`config.mk`:
```
export PLATFORM = sky130hd
export DESIGN_NAME = task_starvation_monitor_flat
export DESIGN_NICKNAME = d
export VERILOG_FILES = /design/src/rtl/tsm_pkg.sv /design/src/rtl/tsm_if.sv /design/src/rtl/tsm_cell.sv /design/src/rtl/tsm_head.sv /design/src/rtl/task_starvation_monitor.sv /design/src/flat_wrapper.sv
export VERILOG_INCLUDE_DIRS = /design/src /design/src/rtl
export SDC_FILE = /design/constraint.sdc
export NUM_CORES = 2
export LEC_CHECK = 0
export ABC_CLOCK_PERIOD_IN_PS = 8900
export BUFFER_PORTS_ARGS = -buffer_cell sky130_fd_sc_hd__buf_2
export CAP_MARGIN = 20
export CELL_PAD_IN_SITES_DETAIL_PLACEMENT = 1
export CELL_PAD_IN_SITES_GLOBAL_PLACEMENT = 1
export CORE_MARGIN = 2
export CORE_UTILIZATION = 52
export DETAILED_ROUTE_END_ITERATION = 8
export GPL_TIMING_DRIVEN = 0
export PLACE_DENSITY_LB_ADDON = 0.1
export SLEW_MARGIN = 10
export SYNTH_ARGS = -nofsm -noshare
export SYNTH_HDL_FRONTEND = slang
export SYNTH_SLANG_ARGS = --single-unit
```
`constraint.sdc`:
```
create_clock -name clk -period 8.9 [get_ports clk]
set_input_delay 1.335 -clock clk [delete_from_list [all_inputs] [get_ports clk]]
set_output_delay 1.335 -clock clk [all_outputs]
set_load 0.05 [all_outputs]
```
`src/rtl/assert_macros.svh`:
```
// assertion helpers, included by task_starvation_monitor.sv
`ifndef ASSERT_MACROS_SVH
`define ASSERT_MACROS_SVH
`ifndef SYNTH
// clocked check, off while reset is asserted
`define TSM_ASSERT(lbl, clk, rst_n, prop) \
	lbl: assert property (@(posedge clk) disable iff (!rst_n) prop) else $error("%m: check failed");
// clocked check that also holds during reset
`define TSM_ASSERT_ALWAYS(lbl, clk, prop) \
	lbl: assert property (@(posedge clk) prop) else $error("%m: check failed");
`else
`define TSM_ASSERT(lbl, clk, rst_n, prop)
`define TSM_ASSERT_ALWAYS(lbl, clk, prop)
`endif
`endif

```
`src/rtl/tsm_pkg.sv`:
```
package tsm_pkg;

	// parameter defaults
	localparam int TASKS_DEF     = 64;
	localparam int WAIT_BITS_DEF = 16;

	// fixed field widths
	localparam int OP_W       = 2;
	localparam int SLOT_W     = 6;
	localparam int PREV_W     = 17;
	localparam int BARRIER_W  = 17;
	localparam int LWAIT_W    = 16;
	localparam int WORST_W    = 6;
	localparam int ROUND_W    = 32;
	localparam int ACTIVE_W   = 7;
	localparam int BOUND_W    = 16;
	localparam int ALIVE_W    = 7;
	localparam int CFG_IDX_W  = 2;
	localparam int CFG_DATA_W = 16;

	// register indexes
	localparam logic [CFG_IDX_W-1:0] REG_ACTIVE_TASKS = 2'd0;
	localparam logic [CFG_IDX_W-1:0] REG_WAIT_BOUND   = 2'd1;
	localparam logic [CFG_IDX_W-1:0] REG_ALIVE_TASKS  = 2'd2;

	typedef enum logic [OP_W-1:0] {
		OP_CLEAR   = 2'd0,
		OP_POLL    = 2'd1,
		OP_ADVANCE = 2'd2,
		OP_EVAL    = 2'd3
	} op_t;

	typedef enum logic [1:0] {
		ST_IDLE,
		ST_SCAN,
		ST_DONE
	} state_t;

	// control from the sequencer to the head unit
	typedef struct packed {
		logic              en;
		logic              first;
		op_t               op;
		logic [SLOT_W-1:0] slot;
	} head_ctl_t;

endpackage

```
`src/rtl/tsm_if.sv`:
```
interface tsm_cmd_if;
	logic                                   valid;
	logic                                   ready;
	tsm_pkg::op_t                           op;
	logic [tsm_pkg::SLOT_W-1:0]             task_slot;
	logic signed [tsm_pkg::PREV_W-1:0]      previous_value;

	modport source(output valid, op, task_slot, previous_value, input ready);
	modport sink(input valid, op, task_slot, previous_value, output ready);
endinterface

interface tsm_rsp_if;
	logic                                   valid;
	logic                                   ready;
	logic signed [tsm_pkg::BARRIER_W-1:0]   barrier_value;
	logic                                   is_safe;
	logic                                   is_decreasing;
	logic [tsm_pkg::LWAIT_W-1:0]            largest_wait;
	logic [tsm_pkg::WORST_W-1:0]            worst_task;
	logic                                   bound_admissible;
	logic [tsm_pkg::ROUND_W-1:0]            round_number;

	modport source(output valid, barrier_value, is_safe, is_decreasing, largest_wait,
		worst_task, bound_admissible, round_number, input ready);
	modport sink(input valid, barrier_value, is_safe, is_decreasing, largest_wait,
		worst_task, bound_admissible, round_number, output ready);
endinterface

interface tsm_cfg_if;
	logic                                   valid;
	logic                                   ready;
	logic [tsm_pkg::CFG_IDX_W-1:0]          index;
	logic [tsm_pkg::CFG_DATA_W-1:0]         data;

	modport source(output valid, index, data, input ready);
	modport sink(input valid, index, data, output ready);
endinterface

```
`src/rtl/tsm_cell.sv`:
```
module tsm_cell #(
	parameter int WAIT_BITS = tsm_pkg::WAIT_BITS_DEF
) (
	input  logic                 clk,
	input  logic                 arst_n,
	input  logic                 shift_en,
	input  logic [WAIT_BITS-1:0] wait_d,
	output logic [WAIT_BITS-1:0] wait_q
);

	// one task's wait counter, takes its neighbor's value on each shift
	always_ff @(posedge clk or negedge arst_n) begin
		if (!arst_n) begin
			wait_q <= '0;
		end else if (shift_en) begin
			wait_q <= wait_d;
		end
	end

endmodule

```
`src/rtl/tsm_head.sv`:
```
module tsm_head #(
	parameter int TASKS     = tsm_pkg::TASKS_DEF,
	parameter int WAIT_BITS = tsm_pkg::WAIT_BITS_DEF,
	localparam int IDX_W    = (TASKS > 1) ? $clog2(TASKS) : 1,
	localparam int CNT_W    = $clog2(TASKS + 1),
	localparam int CMP_W    = (CNT_W > tsm_pkg::ACTIVE_W) ? CNT_W : tsm_pkg::ACTIVE_W
) (
	input  logic                 clk,
	input  tsm_pkg::head_ctl_t   ctl,
	input  logic [IDX_W-1:0]     step,
	input  logic [CMP_W-1:0]     n_active,
	input  logic [WAIT_BITS-1:0] wait_in,
	output logic [WAIT_BITS-1:0] wait_out,
	output logic [WAIT_BITS-1:0] peak_wait,
	output logic [IDX_W-1:0]     worst_idx
);

	logic [CMP_W-1:0]     step_c;
	logic [CMP_W-1:0]     slot_c;
	logic                 in_range;
	logic [WAIT_BITS-1:0] base_max;
	logic [IDX_W-1:0]     base_worst;
	logic [WAIT_BITS-1:0] max_q;
	logic [IDX_W-1:0]     worst_q;

	assign step_c   = CMP_W'(step);
	assign slot_c   = CMP_W'(ctl.slot);
	assign in_range = step_c < n_active;

	// update of the counter passing the head
	always_comb begin
		unique case (ctl.op)
			tsm_pkg::OP_CLEAR: begin
				wait_out = '0;
			end
			tsm_pkg::OP_POLL: begin
				wait_out = (in_range && slot_c == step_c) ? '0 : wait_in;
			end
			tsm_pkg::OP_ADVANCE: begin
				wait_out = (in_range && wait_in != '1) ? wait_in + 1'b1 : wait_in;
			end
			tsm_pkg::OP_EVAL: begin
				wait_out = wait_in;
			end
		endcase
	end

	// running max restarts at the first step; strict compare keeps the lowest index
	assign base_max   = ctl.first ? '0 : max_q;
	assign base_worst = ctl.first ? '0 : worst_q;

	always_ff @(posedge clk) begin
		if (ctl.en) begin
			if (in_range && wait_out > base_max) begin
				max_q   <= wait_out;
				worst_q <= step;
			end else begin
				max_q   <= base_max;
				worst_q <= base_worst;
			end
		end
	end

	assign peak_wait = max_q;
	assign worst_idx = worst_q;

endmodule

```
`src/rtl/task_starvation_monitor.sv`:
```
// Starvation monitor for up to TASKS tasks. Each command word (clear, poll, advance round,
// evaluate) is followed by exactly one result word with the largest active wait, the lowest
// task holding it, the barrier value, safety/decrease/admissibility flags and the round count.
// The per-task wait counters sit in a ring of cells that rotates one counter per cycle
// through a single head unit, which applies the operation and tracks the running maximum;
// the done state then forms the result. The result sits in an output register, so the next
// command is taken while an earlier result waits for rsp.ready.
// Configuration writes (cfg) are always accepted and must only come while no command is in
// flight.
`include "assert_macros.svh"

module task_starvation_monitor #(
	parameter int TASKS     = tsm_pkg::TASKS_DEF,
	parameter int WAIT_BITS = tsm_pkg::WAIT_BITS_DEF
) (
	input  logic      clk,
	input  logic      arst_n,
	tsm_cmd_if.sink   cmd,
	tsm_rsp_if.source rsp,
	tsm_cfg_if.sink   cfg
);

	localparam int IDX_W   = (TASKS > 1) ? $clog2(TASKS) : 1;
	localparam int CNT_W   = $clog2(TASKS + 1);
	localparam int CMP_W   = (CNT_W > tsm_pkg::ACTIVE_W) ? CNT_W : tsm_pkg::ACTIVE_W;
	// barrier math wide enough for bound minus the widest counter
	localparam int VAL_W   = ((WAIT_BITS > tsm_pkg::BOUND_W) ? WAIT_BITS : tsm_pkg::BOUND_W) + 2;
	localparam int LW_EXT_W =
		(WAIT_BITS > tsm_pkg::LWAIT_W) ? WAIT_BITS : tsm_pkg::LWAIT_W;
	localparam int WK_EXT_W = (IDX_W > tsm_pkg::WORST_W) ? IDX_W : tsm_pkg::WORST_W;
	localparam logic [IDX_W-1:0] LAST_STEP = IDX_W'(TASKS - 1);

	// configuration registers
	logic [tsm_pkg::ACTIVE_W-1:0] active_q;
	logic [tsm_pkg::BOUND_W-1:0]  bound_q;
	logic [tsm_pkg::ALIVE_W-1:0]  alive_q;

	// latched command word
	tsm_pkg::op_t                      op_q;
	logic [tsm_pkg::SLOT_W-1:0]        slot_q;
	logic signed [tsm_pkg::PREV_W-1:0] prev_q;
	logic [tsm_pkg::ROUND_W-1:0]       round_q;

	// sequencer
	tsm_pkg::state_t  state_q;
	tsm_pkg::state_t  state_d;
	logic [IDX_W-1:0] step_q;
	logic             cmd_take;
	logic             scan_en;
	logic             rsp_load;

	// ring of cells and head unit
	logic [WAIT_BITS-1:0] wait_q [TASKS];
	logic [WAIT_BITS-1:0] wait_tail;
	logic [WAIT_BITS-1:0] peak_wait;
	logic [IDX_W-1:0]     worst_idx;
	logic [CMP_W-1:0]     active_c;
	logic [CMP_W-1:0]     n_active;
	tsm_pkg::head_ctl_t   head_ctl;

	// result forming
	logic signed [VAL_W-1:0] value_c;
	logic signed [VAL_W-1:0] prev_ext;
	logic [LW_EXT_W-1:0]     max_ext;
	logic [WK_EXT_W-1:0]     worst_ext;

	// output register
	logic                                 rsp_valid_q;
	logic signed [tsm_pkg::BARRIER_W-1:0] barrier_q;
	logic                                 safe_q;
	logic                                 decr_q;
	logic [tsm_pkg::LWAIT_W-1:0]          lwait_q;
	logic [tsm_pkg::WORST_W-1:0]          worst_q;
	logic                                 admit_q;
	logic [tsm_pkg::ROUND_W-1:0]          rnum_q;

	// effective task count, clamped to capacity
	assign active_c = CMP_W'(active_q);
	assign n_active = (active_c > CMP_W'(TASKS)) ? CMP_W'(TASKS) : active_c;

	// config writes, index beyond the list is dropped
	assign cfg.ready = 1'b1;

	always_ff @(posedge clk or negedge arst_n) begin
		if (!arst_n) begin
			active_q <= '0;
			bound_q  <= '0;
			alive_q  <= '0;
		end else if (cfg.valid) begin
			unique case (cfg.index)
				tsm_pkg::REG_ACTIVE_TASKS: active_q <= cfg.data[tsm_pkg::ACTIVE_W-1:0];
				tsm_pkg::REG_WAIT_BOUND:   bound_q  <= cfg.data[tsm_pkg::BOUND_W-1:0];
				tsm_pkg::REG_ALIVE_TASKS:  alive_q  <= cfg.data[tsm_pkg::ALIVE_W-1:0];
				default: begin
				end
			endcase
		end
	end

	// state register
	always_ff @(posedge clk or negedge arst_n) begin
		if (!arst_n) begin
			state_q <= tsm_pkg::ST_IDLE;
		end else begin
			state_q <= state_d;
		end
	end

	// next state and strobes
	always_comb begin
		state_d   = state_q;
		cmd.ready = 1'b0;
		scan_en   = 1'b0;
		rsp_load  = 1'b0;
		unique case (state_q)
			tsm_pkg::ST_IDLE: begin
				cmd.ready = 1'b1;
				if (cmd.valid) begin
					state_d = tsm_pkg::ST_SCAN;
				end
			end
			tsm_pkg::ST_SCAN: begin
				scan_en = 1'b1;
				if (step_q == LAST_STEP) begin
					state_d = tsm_pkg::ST_DONE;
				end
			end
			tsm_pkg::ST_DONE: begin
				// wait here until the output register is free
				if (!rsp_valid_q || rsp.ready) begin
					rsp_load = 1'b1;
					state_d  = tsm_pkg::ST_IDLE;
				end
			end
			default: begin
				state_d = tsm_pkg::ST_IDLE;
			end
		endcase
	end

	assign cmd_take = cmd.valid && cmd.ready;

	// step counter: index of the task currently at the head
	always_ff @(posedge clk or negedge arst_n) begin
		if (!arst_n) begin
			step_q <= '0;
		end else if (scan_en) begin
			step_q <= (step_q == LAST_STEP) ? '0 : step_q + 1'b1;
		end
	end

	// round counter updates as soon as the command is taken
	always_ff @(posedge clk or negedge arst_n) begin
		if (!arst_n) begin
			round_q <= '0;
		end else if (cmd_take) begin
			if (cmd.op == tsm_pkg::OP_CLEAR) begin
				round_q <= '0;
			end else if (cmd.op == tsm_pkg::OP_ADVANCE) begin
				round_q <= round_q + 1'b1;
			end
		end
	end

	always_ff @(posedge clk) begin
		if (cmd_take) begin
			op_q   <= cmd.op;
			slot_q <= cmd.task_slot;
			prev_q <= cmd.previous_value;
		end
	end

	// ring: cell 0 feeds the head, the head's updated value enters at the tail
	for (genvar i = 0; i < TASKS; i++) begin : g_ring
		if (i == TASKS - 1) begin : g_tail
			tsm_cell #(.WAIT_BITS(WAIT_BITS)) u_cell (
				.clk      (clk),
				.arst_n   (arst_n),
				.shift_en (scan_en),
				.wait_d   (wait_tail),
				.wait_q   (wait_q[i])
			);
		end else begin : g_mid
			tsm_cell #(.WAIT_BITS(WAIT_BITS)) u_cell (
				.clk      (clk),
				.arst_n   (arst_n),
				.shift_en (scan_en),
				.wait_d   (wait_q[i+1]),
				.wait_q   (wait_q[i])
			);
		end
	end

	assign head_ctl = '{en: scan_en, first: (step_q == '0), op: op_q, slot: slot_q};

	tsm_head #(.TASKS(TASKS), .WAIT_BITS(WAIT_BITS)) u_head (
		.clk       (clk),
		.ctl       (head_ctl),
		.step      (step_q),
		.n_active  (n_active),
		.wait_in   (wait_q[0]),
		.wait_out  (wait_tail),
		.peak_wait (peak_wait),
		.worst_idx (worst_idx)
	);

	// barrier value and flags from the finished scan
	assign value_c   = $signed(VAL_W'(bound_q)) - $signed(VAL_W'(peak_wait));
	assign prev_ext  = VAL_W'(prev_q);
	assign max_ext   = LW_EXT_W'(peak_wait);
	assign worst_ext = WK_EXT_W'(worst_idx);

	always_ff @(posedge clk or negedge arst_n) begin
		if (!arst_n) begin
			rsp_valid_q <= 1'b0;
		end else if (rsp_load) begin
			rsp_valid_q <= 1'b1;
		end else if (rsp.ready) begin
			rsp_valid_q <= 1'b0;
		end
	end

	always_ff @(posedge clk) begin
		if (rsp_load) begin
			barrier_q <= value_c[tsm_pkg::BARRIER_W-1:0];
			safe_q    <= !value_c[VAL_W-1] && (value_c != '0);
			decr_q    <= value_c < prev_ext;
			lwait_q   <= max_ext[tsm_pkg::LWAIT_W-1:0];
			worst_q   <= worst_ext[tsm_pkg::WORST_W-1:0];
			admit_q   <= (bound_q != '0) && (CMP_W'(alive_q) <= n_active);
			rnum_q    <= round_q;
		end
	end

	assign rsp.valid            = rsp_valid_q;
	assign rsp.barrier_value    = barrier_q;
	assign rsp.is_safe          = safe_q;
	assign rsp.is_decreasing    = decr_q;
	assign rsp.largest_wait     = lwait_q;
	assign rsp.worst_task       = worst_q;
	assign rsp.bound_admissible = admit_q;
	assign rsp.round_number     = rnum_q;

	// a taken command always starts its scan with task 0 at the head
	`TSM_ASSERT(a_scan_starts_at_zero, clk, arst_n, cmd_take |=> (scan_en && step_q == '0))
	// no wait anywhere means the reported task is 0
	`TSM_ASSERT(a_zero_wait_worst, clk, arst_n, (rsp_load && peak_wait == '0) |-> worst_idx == '0)
	// a new result only appears out of the done state
	`TSM_ASSERT(a_result_after_scan, clk, arst_n, $rose(rsp_valid_q) |-> $past(rsp_load))
	// ring is back in place whenever no scan runs
	`TSM_ASSERT_ALWAYS(a_idle_step_zero, clk, (state_q != tsm_pkg::ST_SCAN) |-> step_q == '0)

endmodule

```
`src/flat_wrapper.sv`:
```
// flat-port wrapper written by rule: the top's interface ports become plain ports
module task_starvation_monitor_flat 
#(
	parameter int TASKS     = tsm_pkg::TASKS_DEF,
	parameter int WAIT_BITS = tsm_pkg::WAIT_BITS_DEF
)
  (clk, arst_n, cmd_valid, cmd_op, cmd_task_slot, cmd_previous_value, cmd_ready, rsp_valid, rsp_barrier_value, rsp_is_safe, rsp_is_decreasing, rsp_largest_wait, rsp_worst_task, rsp_bound_admissible, rsp_round_number, rsp_ready, cfg_valid, cfg_index, cfg_data, cfg_ready);
  tsm_cmd_if cmd_i ();
  tsm_rsp_if rsp_i ();
  tsm_cfg_if cfg_i ();
  input  logic clk;
  input  logic arst_n;
  input wire logic [$bits(cmd_i.valid)-1:0] cmd_valid;
  input wire logic [$bits(cmd_i.op)-1:0] cmd_op;
  input wire logic [$bits(cmd_i.task_slot)-1:0] cmd_task_slot;
  input wire logic [$bits(cmd_i.previous_value)-1:0] cmd_previous_value;
  output wire logic [$bits(cmd_i.ready)-1:0] cmd_ready;
  output wire logic [$bits(rsp_i.valid)-1:0] rsp_valid;
  output wire logic [$bits(rsp_i.barrier_value)-1:0] rsp_barrier_value;
  output wire logic [$bits(rsp_i.is_safe)-1:0] rsp_is_safe;
  output wire logic [$bits(rsp_i.is_decreasing)-1:0] rsp_is_decreasing;
  output wire logic [$bits(rsp_i.largest_wait)-1:0] rsp_largest_wait;
  output wire logic [$bits(rsp_i.worst_task)-1:0] rsp_worst_task;
  output wire logic [$bits(rsp_i.bound_admissible)-1:0] rsp_bound_admissible;
  output wire logic [$bits(rsp_i.round_number)-1:0] rsp_round_number;
  input wire logic [$bits(rsp_i.ready)-1:0] rsp_ready;
  input wire logic [$bits(cfg_i.valid)-1:0] cfg_valid;
  input wire logic [$bits(cfg_i.index)-1:0] cfg_index;
  input wire logic [$bits(cfg_i.data)-1:0] cfg_data;
  output wire logic [$bits(cfg_i.ready)-1:0] cfg_ready;
  assign cmd_i.valid = cmd_valid;
  assign cmd_i.op = cmd_op;
  assign cmd_i.task_slot = cmd_task_slot;
  assign cmd_i.previous_value = cmd_previous_value;
  assign cmd_ready = cmd_i.ready;
  assign rsp_valid = rsp_i.valid;
  assign rsp_barrier_value = rsp_i.barrier_value;
  assign rsp_is_safe = rsp_i.is_safe;
  assign rsp_is_decreasing = rsp_i.is_decreasing;
  assign rsp_largest_wait = rsp_i.largest_wait;
  assign rsp_worst_task = rsp_i.worst_task;
  assign rsp_bound_admissible = rsp_i.bound_admissible;
  assign rsp_round_number = rsp_i.round_number;
  assign rsp_i.ready = rsp_ready;
  assign cfg_i.valid = cfg_valid;
  assign cfg_i.index = cfg_index;
  assign cfg_i.data = cfg_data;
  assign cfg_ready = cfg_i.ready;
  task_starvation_monitor #(.TASKS(TASKS), .WAIT_BITS(WAIT_BITS)) u_core (.clk(clk), .arst_n(arst_n), .cmd(cmd_i), .rsp(rsp_i), .cfg(cfg_i));
endmodule
```
==> results.txt <==
* Outcome: finished clean
- In this run the count of I/O pins placed on the die edge is 125.
* Worst IR Drop VDD: 0.200 mV
- The final route contains 34.2k vias.
- On the final layout, the worst hold slack is 0.403 ns.
* Remaining antenna violation count: 0
- Proportion of power drawn by combinational gates: 16.5%
- After global routing, the most crowded layer is met2.
* Clock tree from TritonCTS: built
* GRT met3 Usage: 3.66%
* Clock skew after layout: 0.0254 ns
* Final number of setup-violating endpoints: 0
- Summing the sequential cell areas from Yosys gives 65.3% of the chip area.
- Of the total power, registers draw 43.5%.
- At the end of routability-driven placement, the weighted congestion stood at 0.823.
- Wire length after detailed routing: 116,000 um
* Min Tclk post-route: 5.84 ns
- Initial Util: 52.6%
- Synthesis instantiated 64 different standard cells from the library.
- DRC violations left: 0
- In the global route stage, overall resource usage came out at 25.7%.
- Final Non-Filler Cells: 6,655
- Data arrives at the worst endpoint at 6.30 ns.
- Reg2Reg Capture Point: u_core.u_head.worst_idx[5]$_SDFFCE_PN0P_
- Power spread over the standard cell area amounts to 254 nW/um2.
- Clock transition at the registers of the reported paths: 0.06 ns
- In this run the post-CTS setup repair buffer count came out at 0.
- Total overflow reported by the global router: 0
- HPWL after detailed placement: 75,700 um
- Leaving out fill and tap cells, the most frequent cell in the layout is nand2_1.
- Port buffering added 123 buffers.
- The critical path in this run is classified as reg2reg.
- In this run the worst path has a maximum fanout of 10.
- Pins over their slew limit: 0
- Syn Std Cell Area: 47,500 um2
- Pre-CTS setup slack: 2.70 ns
- The tightest min-delay check is of the in2async type.
- The floorplan has 110 rows.
- Measured in cells, the most critical reg-to-reg path has a length of 22.
* Pleak: 29.8 nW
* Die outline height: 306 um
- Setup slack closes at 3.06 ns.
- The total area inside the core boundary comes to 90,300 um2.
* Cts repair resizes: 0
- Summed over all nets, the switching power comes to 4.04 mW.
- Compared with the post-synthesis result, the final layout area differs by 14.3%.
* Endpoint kind of the worst setup timing path: flop
- Counting flops with an async set or reset pin after synthesis yields a share of 90.0%.
- The detailed router finished its first iteration with 1,885 violations.
- Including well taps, the total number of placed cells is 6,417.
- Top flip-flop cell by instance count after synthesis: dfrtp_1
- Clk buf depth: 3
- Sum of negative setup slack: 0 ns
- For the pin with the worst max-slew slack, the measured transition is 1.11 ns.
- The worst register-to-register path begins at u_core.active_c[6]$_DFFE_PN0P_.
- Overall die width: 306 um
- Clock network fraction of design power: 40.1%
* Number of H-tree branching levels: 4
- The hold violation total from the final report was 0.
- Number of max-cap violations: 0
* Fraction of layout instances using a drive strength above 1: 6.99%
- Setup repair after global routing left no endpoint under its margin.
- Routed length per instance: 17.4 um
- Timing would allow up to 171 MHz.
* Via density per instance: 5.15
- Die outline area: 93,800 um2
- Number of buffers added to fix hold violations after cts: 0
* CP required: 9.35 ns
* Post-layout instance area: 54,300 um2
- Cell Area, Placed: 49,900 um2
* Filler cell count in the final layout: 10.2k
- Global routing consumed, on the met1 layer, 32.4% of the routing resources.
* Share of the core filled with cells: 60.2%
- The root buffer cell chosen for the clock tree is clkbuf_16.
- The first global-routing pass estimated 196,000 um of wire.
- Number of flip-flops and latches in the synthesized netlist: 1,216
- The pre-antenna-repair detailed-routing pass consisted of 5 iterations.
- The worst register-to-register path has a setup slack of 3.06 ns.
- Leaving out fill and tap cells, the most frequent cells in the layout are nand2_1 (3,099), dfrtp_1 (1,095), clkbuf_1 (271).
- Of the available clock period, the critical path in the final layout requires 65.6%.
- Yosys Warn Count: 0
- CTS sink count: 1,216
- Startpoint type of the worst setup path: flop
- The final layout contains 5,488 nets.
- Internal power summed over all cells: 9.76 mW
- Number of flops mapped to enable cells by yosys: 121
* Overall power after layout: 13.8 mW
- Number of buffers added by the clock tree synthesis step: 131
- The initial antenna violation count is 1.
* Net switching fraction of the power: 29.3%
* Largest net degree at the start of global routing: 152
* Global-route met2 utilization: 45.9%
- At the later pin of the worst-skew pair, clock insertion delay measures 0.74 ns.
- The number of global-route vias before repair was 38.1k.
* Syn_nets: 5,219
- Max-Slew Margin vs Limit: 25.9%
- Post-Syn Area per Cell: 9.31 um2
* Post-synthesis cell count: 5,106
-- Yosys cell counts, drive strengths merged (3+ instances only) --
master	n	area share (%)
nor3	9	0.11
or2	4	0.053
a21o	16	0.26
nand3	30	0.32
xor2	22	0.41
buf	5	0.050
nor2	39	0.31
or3	7	0.092
nand2b	8	0.11
xnor2	23	0.42
inv	64	0.51
dfrtp	1095	58
edfxtp	121	7.6
mux2	31	0.73
nand4	14	0.18
o31ai	4	0.063
clkbuf	241	1.9
and3	10	0.13
nand2	3099	24
o31a	6	0.11
mux2i	16	0.34
ha	64	1.7
a21oi	28	0.30
a31oi	5	0.066
and4	6	0.11
nor2b	11	0.14
a211oi	3	0.047
o21ai	48	0.51
nor4	13	0.17
or4	4	0.063
and2	13	0.17
o21a	12	0.19
-- critical path: stages, from the launching register on --
cell and delay (ns):
dfrtp_1 0.41, clkinv_1 0.26, nand2_1 0.18, ha_1 0.25
a21o_1 0.20, a21oi_1 0.23, nor2_1 0.10, a21o_1 0.22
o41ai_1 0.43, clkbuf_2 0.26, o21ai_0 0.11, a32oi_1 0.37
inv_1 0.09, ha_1 0.32, nor2b_1 0.14, o21a_1 0.16
o21ai_0 0.20, a21oi_1 0.10, a221o_1 0.32, a21oi_1 0.33
nor3_1 0.14, clkbuf_1 0.36, o21a_1 0.39
-- how the worst max path moves through the flow --
stage / from / end / slack [ns] / cells after the start
floorplan: rsp_ready / u_core.rsp.barrier_value[0]$_DFFE_PP_ / 3.63 / 2
detailed placement: u_core.active_c[6]$_DFFE_PN0P_ / u_core.u_head.worst_idx[5]$_SDFFCE_PN0P_ / 2.70 / 21
finish: u_core.active_c[6]$_DFFE_PN0P_ / u_core.u_head.worst_idx[5]$_SDFFCE_PN0P_ / 3.06 / 22
CTS: u_core.active_c[6]$_DFFE_PN0P_ / u_core.u_head.worst_idx[5]$_SDFFCE_PN0P_ / 2.64 / 21
global placement: arst_n / u_core.g_ring[21].g_mid.u_cell.wait_q[11]$_DFFE_PN0P_ / -17.51 / 1
global route: u_core.active_c[6]$_DFFE_PN0P_ / u_core.u_head.worst_idx[5]$_SDFFCE_PN0P_ / 2.79 / 22
-- routing by layer --
layer  share of wire [%]  routed length [um]
met5                   0                   0
met2                  51               59600
met4                 2.4                2830
met3                 3.0                3470
met1                  43               50300
-- sequential cells by signal, indices dropped and copies added, names as in the netlist, 7 cells and up --
| register | cells |
|---|---|
| u_core.rsp.barrier_value | 17 |
| u_core.bound_q | 16 |
| u_core.u_head.peak_wait | 16 |
| u_core.rsp.round_number | 32 |
| u_core.round_q | 32 |
| u_core.g_ring.g_mid.u_cell.wait_q | 1008 |
| u_core.g_ring.g_tail.u_cell.wait_q | 16 |
| u_core.alive_q | 7 |
| u_core.prev_q | 17 |
| u_core.active_c | 7 |
| u_core.rsp.largest_wait | 16 |
-- layout make-up --
| class | instances | area, um2 | area share, % |
|---|---|---|---|
| clock inverters | 32 | 324 | 0.596 |
| plain buffers | 246 | 931 | 1.71 |
| diodes | 2 | 5.00 | 0.00921 |
| flip-flops and latches | 1216 | 31000 | 57.1 |
| inverters | 65 | 244 | 0.449 |
| clock buffers | 203 | 4070 | 7.50 |
| multi-input cells | 3579 | 15300 | 28.2 |
| well taps | 1176 | 1470 | 2.71 |
| repair buffers | 136 | 926 | 1.70 |
-- cells by family after synthesis --
logic type	synth area share, %
and+or+nand+nor	26.6
AOI/OAI and AO/OA	2.00
muxes	1.07
DFF	65.3
buffers and inverters	2.47
adders and majority gates	1.73
other	0.00789
xor gates and xnor gates	0.829
-- power groups by stage --
stage               clock network (mW)  registers [mW]  logic [mW]
global placement                     0            6.09        2.12
CTS                               5.64            5.99        2.30
finish                            5.53            6.00        2.27
global route                      5.85            6.01        2.57
detailed placement                   0            6.09        2.25
floorplan                            0            6.03        1.48
(Power assumes the default switching activity.)
